--- src/rtl/core/assert_macros.svh ---
// ----------------------------------------------------------------------------
// assert_macros.svh
// Shared concurrent assertion macros for the ranging controller RTL.
// ----------------------------------------------------------------------------
`ifndef ASSERT_MACROS_SVH
`define ASSERT_MACROS_SVH

// Checked only out of reset
`define URC_ASSERT(lbl, prop, msg) \
  lbl: assert property (@(posedge clk) disable iff (!rst_n) prop) else $error(msg);

// Checked at every edge, reset included
`define URC_ASSERT_ALWAYS(lbl, prop, msg) \
  lbl: assert property (@(posedge clk) prop) else $error(msg);

`endif

--- src/rtl/core/urc_pkg.sv ---
// ----------------------------------------------------------------------------
// urc_pkg
// Types, widths and constants for the ultrasonic ranging controller.
// ----------------------------------------------------------------------------
package urc_pkg;

  localparam int SINCE_W    = 24;
  localparam int CNT_W      = 16;
  localparam int CM_W       = 15;
  localparam int INCH_W     = 13;
  localparam int CFG_IDX_W  = 2;
  localparam int CFG_DATA_W = 24;

  localparam logic [SINCE_W-1:0] INTERVAL_RST = SINCE_W'(2000000);
  localparam logic [CNT_W-1:0]   TRIG_W_RST   = CNT_W'(2000);
  localparam logic [CNT_W-1:0]   TIMEOUT_RST  = CNT_W'(30000);

  localparam logic [CFG_IDX_W-1:0] CFG_INTERVAL = 2'd0;
  localparam logic [CFG_IDX_W-1:0] CFG_TRIG_W   = 2'd1;
  localparam logic [CFG_IDX_W-1:0] CFG_TIMEOUT  = 2'd2;

  // width*16/58 == floor(width*578525 / 2^21), exact for 16-bit widths
  localparam int                 CM_MUL_W   = 20;
  localparam logic [CM_MUL_W-1:0] CM_MUL    = CM_MUL_W'(578525);
  localparam int                 CM_SHIFT   = 21;
  // width*16/148 == floor(width*453439 / 2^22), exact for 16-bit widths
  localparam int                   INCH_MUL_W = 19;
  localparam logic [INCH_MUL_W-1:0] INCH_MUL  = INCH_MUL_W'(453439);
  localparam int                   INCH_SHIFT = 22;

  typedef enum logic [1:0] {
    PH_IDLE = 2'd0,
    PH_TRIG = 2'd1,
    PH_WAIT = 2'd2
  } phase_t;

endpackage

--- src/rtl/core/ultrasonic_ranging_controller_core.sv ---
// ----------------------------------------------------------------------------
// ultrasonic_ranging_controller_core
// Results are registered on acceptance. Throughput: one tick request per cycle
// unless a held result awaits out_ready, set by the single state/result
// register stage; the output register lets a new tick enter while the last
// result is taken. Reset (rst_n low, synchronous): sequencer idle, counters,
// echo tracking and held results cleared, registers back to their defaults.
// ----------------------------------------------------------------------------
`include "assert_macros.svh"

module ultrasonic_ranging_controller_core (
  input  logic                           clk,
  input  logic                           rst_n,
  input  logic                           cfg_we,
  input  logic [urc_pkg::CFG_IDX_W-1:0]  cfg_index,
  input  logic [urc_pkg::CFG_DATA_W-1:0] cfg_data,
  input  logic                           in_valid,
  output logic                           in_ready,
  input  logic                           in_echo_level,
  output logic                           out_valid,
  input  logic                           out_ready,
  output logic                           out_trigger_level,
  output logic                           out_measurement_done,
  output logic                           out_timed_out,
  output logic [urc_pkg::CM_W-1:0]       out_distance_cm_q4,
  output logic [urc_pkg::INCH_W-1:0]     out_distance_inch_q4
);
  import urc_pkg::*;

  localparam logic [SINCE_W-1:0] SINCE_MAX = '1;
  localparam logic [CNT_W-1:0]   CNT_MAX   = '1;

  // configuration
  logic [SINCE_W-1:0] interval_r;
  logic [CNT_W-1:0]   trig_w_r;
  logic [CNT_W-1:0]   timeout_r;

  // sequencer and echo tracking state
  phase_t             phase_r, phase_nxt;
  logic [SINCE_W-1:0] since_r, since_nxt;
  logic [CNT_W-1:0]   pcount_r, pcount_nxt;
  logic               echo_prev_r;
  logic [CNT_W-1:0]   echo_w_r, echo_w_nxt;
  logic               echo_seen_r, echo_seen_nxt;
  logic               seen_now;

  // result register (held results live here)
  logic               out_valid_r;
  logic               trig_r, trig_nxt;
  logic               done_r, done_nxt;
  logic               tout_r, tout_nxt;
  logic [CM_W-1:0]    cm_r, cm_nxt;
  logic [INCH_W-1:0]  inch_r, inch_nxt;

  logic [SINCE_W-1:0] since_inc;
  logic [CNT_W-1:0]   pcount_inc;
  logic               echo_hit;
  logic               wait_tout;
  logic [CNT_W+CM_MUL_W-1:0]   cm_prod;
  logic [CNT_W+INCH_MUL_W-1:0] inch_prod;

  logic in_acc;

  assign in_ready = !out_valid_r || out_ready;
  assign in_acc   = in_valid && in_ready;

  always_ff @(posedge clk) begin
    if (!rst_n) begin
      interval_r <= INTERVAL_RST;
      trig_w_r   <= TRIG_W_RST;
      timeout_r  <= TIMEOUT_RST;
    end else if (cfg_we) begin
      unique case (cfg_index)
        CFG_INTERVAL: interval_r <= cfg_data;
        CFG_TRIG_W:   trig_w_r   <= cfg_data[CNT_W-1:0];
        CFG_TIMEOUT:  timeout_r  <= cfg_data[CNT_W-1:0];
        default: ;
      endcase
    end
  end

  // echo edge tracking, runs in every phase
  always_comb begin
    echo_w_nxt = echo_w_r;
    seen_now   = echo_seen_r;
    if (in_echo_level && !echo_prev_r) begin
      echo_w_nxt = CNT_W'(1);
    end else if (in_echo_level && echo_prev_r) begin
      if (echo_w_r != CNT_MAX) echo_w_nxt = echo_w_r + CNT_W'(1);
    end else if (!in_echo_level && echo_prev_r) begin
      seen_now = 1'b1;
    end
  end

  assign since_inc  = (since_r == SINCE_MAX) ? since_r : since_r + SINCE_W'(1);
  assign pcount_inc = (pcount_r == CNT_MAX) ? pcount_r : pcount_r + CNT_W'(1);
  assign echo_hit   = (phase_r == PH_WAIT) && seen_now;
  assign wait_tout  = (phase_r == PH_WAIT) && !seen_now && (pcount_inc >= timeout_r);

  assign cm_prod   = (CNT_W+CM_MUL_W)'(echo_w_nxt) * (CNT_W+CM_MUL_W)'(CM_MUL);
  assign inch_prod = (CNT_W+INCH_MUL_W)'(echo_w_nxt) * (CNT_W+INCH_MUL_W)'(INCH_MUL);

  // next state
  always_comb begin
    phase_nxt     = phase_r;
    since_nxt     = since_r;
    pcount_nxt    = pcount_r;
    echo_seen_nxt = seen_now;
    unique case (phase_r)
      PH_TRIG: begin
        if (pcount_inc >= trig_w_r) begin
          phase_nxt     = PH_WAIT;
          pcount_nxt    = '0;
          echo_seen_nxt = 1'b0; // drop an echo that ended on this tick
        end else begin
          pcount_nxt = pcount_inc;
        end
      end
      PH_WAIT: begin
        if (echo_hit || wait_tout) begin
          phase_nxt  = PH_IDLE;
          since_nxt  = '0;
          pcount_nxt = '0;
        end else begin
          pcount_nxt = pcount_inc;
        end
      end
      default: begin
        phase_nxt = PH_IDLE;
        since_nxt = since_inc;
        if (since_inc >= interval_r) begin
          phase_nxt  = PH_TRIG;
          pcount_nxt = '0;
        end
      end
    endcase
  end

  // outputs
  always_comb begin
    trig_nxt = (phase_nxt == PH_TRIG);
    done_nxt = echo_hit || wait_tout;
    tout_nxt = tout_r;
    cm_nxt   = cm_r;
    inch_nxt = inch_r;
    if (echo_hit) begin
      tout_nxt = 1'b0;
      cm_nxt   = cm_prod[CM_SHIFT +: CM_W];
      inch_nxt = inch_prod[INCH_SHIFT +: INCH_W];
    end else if (wait_tout) begin
      tout_nxt = 1'b1;
      cm_nxt   = '0;
      inch_nxt = '0;
    end
  end

  always_ff @(posedge clk) begin
    if (!rst_n) begin
      phase_r     <= PH_IDLE;
      since_r     <= '0;
      pcount_r    <= '0;
      echo_prev_r <= 1'b0;
      echo_w_r    <= '0;
      echo_seen_r <= 1'b0;
      out_valid_r <= 1'b0;
      trig_r      <= 1'b0;
      done_r      <= 1'b0;
      tout_r      <= 1'b0;
      cm_r        <= '0;
      inch_r      <= '0;
    end else begin
      if (in_acc) begin
        phase_r     <= phase_nxt;
        since_r     <= since_nxt;
        pcount_r    <= pcount_nxt;
        echo_prev_r <= in_echo_level;
        echo_w_r    <= echo_w_nxt;
        echo_seen_r <= echo_seen_nxt;
        trig_r      <= trig_nxt;
        done_r      <= done_nxt;
        tout_r      <= tout_nxt;
        cm_r        <= cm_nxt;
        inch_r      <= inch_nxt;
        out_valid_r <= 1'b1;
      end else if (out_ready) begin
        out_valid_r <= 1'b0;
      end
    end
  end

  assign out_valid            = out_valid_r;
  assign out_trigger_level    = trig_r;
  assign out_measurement_done = done_r;
  assign out_timed_out        = tout_r;
  assign out_distance_cm_q4   = cm_r;
  assign out_distance_inch_q4 = inch_r;

  `URC_ASSERT(a_done_not_trig, done_r |-> !trig_r, "trigger high on a completion tick")
  `URC_ASSERT(a_tout_clears, tout_r |-> (cm_r == '0 && inch_r == '0), "distance held after timeout")
  `URC_ASSERT(a_trig_phase, trig_r == (phase_r == PH_TRIG), "trigger out of step with phase")
  `URC_ASSERT(a_no_overrun, (out_valid_r && !out_ready) |-> !in_ready, "request taken over a pending result")

endmodule
--- config.mk ---
export PLATFORM = sky130hd
export DESIGN_NAME = ultrasonic_ranging_controller_core
export DESIGN_NICKNAME = d
export VERILOG_FILES = /design/src/rtl/core/urc_pkg.sv /design/src/rtl/core/ultrasonic_ranging_controller_core.sv
export VERILOG_INCLUDE_DIRS = /design/src /design/src/rtl/core
export SDC_FILE = /design/constraint.sdc
export NUM_CORES = 1
export LEC_CHECK = 0
export BUFFER_PORTS_ARGS = -buffer_cell sky130_fd_sc_hd__buf_2
export CORE_MARGIN = 2
export CORE_UTILIZATION = 23
export DETAILED_ROUTE_END_ITERATION = 10
export GPL_TIMING_DRIVEN = 0
export PLACE_DENSITY_LB_ADDON = 0.15
export SLEW_MARGIN = 30
export SYNTH_ARGS = -nofsm -noshare
export SYNTH_HDL_FRONTEND = slang
export SYNTH_SLANG_ARGS = --single-unit
--- constraint.sdc ---
create_clock -name clk -period 10.2 [get_ports clk]
set_input_delay 2.04 -clock clk [delete_from_list [all_inputs] [get_ports clk]]
set_output_delay 2.04 -clock clk [all_outputs]
set_load 0.01 [all_outputs]
==> metrics <==
Final Cycle Share=96.4%; final hold vios=0; post-synthesis register bit count=148; CP Launch Type=input port; Syn Inst Count=2,116; Worst-Margin Slew=0.968 ns; Req. time, crit path=10.55 ns; vias in the first global route=15,229; Root Buffer=clkbuf_16; sequential fraction of the synthesis area=15.8%; fin worst setup slack=0.364 ns; critical setup path kind=input port to flip-flop; gr usage total=14.5%; Max Cap Viol=0; fin nets=2,775; post-route insts no fill=3,280; Buffers on Ports=64; drt pass-1 iters=5; row count=104; Core Region=80,500 um^2; first-pass GRT wire length=91.6 mm; minimum clock period=9.84 ns; syn_nets=2,682; Hold Crit Class=flip-flop to flip-flop; Remaining Overflow, GRT=0; Final GP Congestion=0.881; clk slew on worst S/H paths=0.06 ns; Slew headroom=35.5%; slowest CP cell=fa_2; Clock Sink Count=148; commonest non-fill, non-tap cells in the layout=473 x inv_1, 303 x ha_1, 227 x fa_1, 187 x nand2_1, 148 x dfxtp_1; DRT antenna net count=0; CP endpoint kind=flip-flop; static leakage=0.0107 uW; Post-synth EDFFs=0; placed insts=3,242; commonest non-fill, non-tap cell in the layout=inv_1; f_max=0.102 GHz; Worst-Skew Late Latency=0.45 ns; Worst EP arrival=10.18 ns; Setup Skew=0.0119 ns; status=finished clean; die footprint=83,700 um^2; worst-path fanout max=7; VDD IR max=0.126 mV; Area Growth Syn to Fin=12.7%; via count=14,436; PwrDens=72.7 nW/um^2; Pins Over Slew Limit=0; setup TNS=0 ns; wire per inst=17.8 um; Vias/cell=4.40; Die Span X=289 um; Die Ht=289 um; dpl ws=-0.535 ns; RSZ-0062 raised after global routing=yes; final setup fails=0; ratio of cells with drive above 1 in the final layout=7.35%; largest net degree at the start of global routing=19; Synth cell types=72; Mean Syn Cell Area=8.85 um^2; final core utilization=26.2%; Initial Util=23.2%; asr flop ratio synth=0%; Initial DRC Count=594; Yosys warning total=0; TritonCTS clock tree=yes; Most used DFF post-synth=dfxtp_1; buffer depth of the longest clock path=2; Synth Cell Area=18,700 um^2; I/O pin cnt=65; total power=1530 uW; CTS Buf Count=17; total wire length=58.3 mm; DP HPWL=49.7 mm; htree depth=4; CP peak stage delay=0.58 ns; DRC=0; initial antenna violation count=2
layout make-up:
cell class | count | area, um^2
clock buffer | 22 | 484
sequential | 148 | 2960
multi-input combinational | 1445 | 13900
fill | 8736 | 59400
timing repair buffer | 74 | 415
inverter | 475 | 1790
antenna | 1 | 2.50
tap | 1060 | 1330
buffer | 48 | 191
clock inverter | 7 | 73.8
kinds of logic (layout without fill, tap and decap cells):
logic type	after synthesis	count (layout)	share of synthesized area [%]
compound gates	367	367	13.0
mux	10	10	0.575
buf+inv	523	626	10.5
other cells	0	1	0
flops	148	148	15.8
fa+ha+maj	534	534	44.9
simple gates	466	466	12.0
xor+xnor	68	68	3.18
report_power, final:
part	internal (uW)	switching, uW	total, uW
combinational	110	195	305
clock	358	271	629
sequential	590	9.59	600
total	1060	475	1530
layer usage:
metal | global-route usage [%] | part of all wire [%]
met5 | 0 | 0.017
met4 | 3.80 | 2.3
met3 | 2.13 | 3.4
met2 | 24.8 | 48
met1 | 19.1 | 47
flip-flops by register name (all words and copies together) (netlist names), 2 cells and up:
signal                cells
pcount_r                 16
since_r                  24
out_distance_inch_q4     13
phase_r                   2
trig_w_r                 16
echo_w_r                 16
out_distance_cm_q4       15
interval_r               24
timeout_r                16
cells in the mapped netlist, types with 3 or more instances:
library cell	n	area share, %
a211o_1	7	0.33
a211oi_1	11	0.44
a21o_1	40	1.6
a21oi_1	129	3.4
a221oi_1	4	0.19
a22o_1	26	1.2
a22oi_1	23	0.92
a31oi_1	8	0.27
and2_1	9	0.30
and3_1	16	0.53
and4_1	4	0.19
buf_1	5	0.10
buf_2	5	0.13
clkbuf_1	37	0.74
dfxtp_1	148	16
fa_1	229	24
ha_1	305	20
inv_1	475	9.5
mux2_2	6	0.36
mux2i_1	4	0.21
nand2_1	188	3.8
nand2b_1	17	0.57
nand3_1	45	1.2
nand4_1	28	0.94
nor2_1	85	1.7
nor2b_1	3	0.10
nor3_1	27	0.72
nor4_1	5	0.17
nor4_4	3	0.34
o211ai_1	28	1.1
o21a_1	6	0.24
o21ai_0	49	1.3
o21bai_1	5	0.20
o22ai_1	5	0.17
or2_2	8	0.27
or3_1	13	0.43
xnor2_1	39	1.8
xor2_1	29	1.4
worst paths after layout:
path / from / endpoint / slack [ns] / cells past startpoint
max: in_echo_level / out_distance_inch_q4[12]$_SDFFE_PN0P_ / 0.36 / 30
min: interval_r[12]$_SDFFE_PN0P_ / interval_r[12]$_SDFFE_PN0P_ / 0.46 / 2
max reg2reg: echo_w_r[0]$_SDFFE_PN0P_ / out_distance_inch_q4[12]$_SDFFE_PN0P_ / 0.93 / 31
min reg2reg: interval_r[12]$_SDFFE_PN0P_ / interval_r[12]$_SDFFE_PN0P_ / 0.46 / 2
stage by stage:
| step | hold slack (ns) | cell area (um^2) |
|---|---|---|
| 4_1_cts | 0.457 | 21000 |
| 6_report | 0.456 | 21100 |
| 3_3_place_gp | 0.447 | 20400 |
| 2_1_floorplan | 0.434 | 18700 |
| 5_1_grt | 0.476 | 21100 |
| 3_5_place_dp | 0.448 | 20400 |
worst max-delay path, delay by kind of cell:
kind                     cells  cell delay [ns]
AO/OA/AOI/OAI                8             2.01
XOR/XNOR                     2             0.34
AND/OR/NAND/NOR              6             1.36
buffers and inverters        7             0.97
adder cells (fa/ha/maj)      7             3.43
repair_timing:
action	in CTS	in global routing
hold buffers	0	0
pin swaps	0	2
resized for setup	1	14
setup buffers	0	8
endpoints found under the hold margin	0	0
endpoints found under the setup margin	2	23
Power figures use the tool's default switching activity.
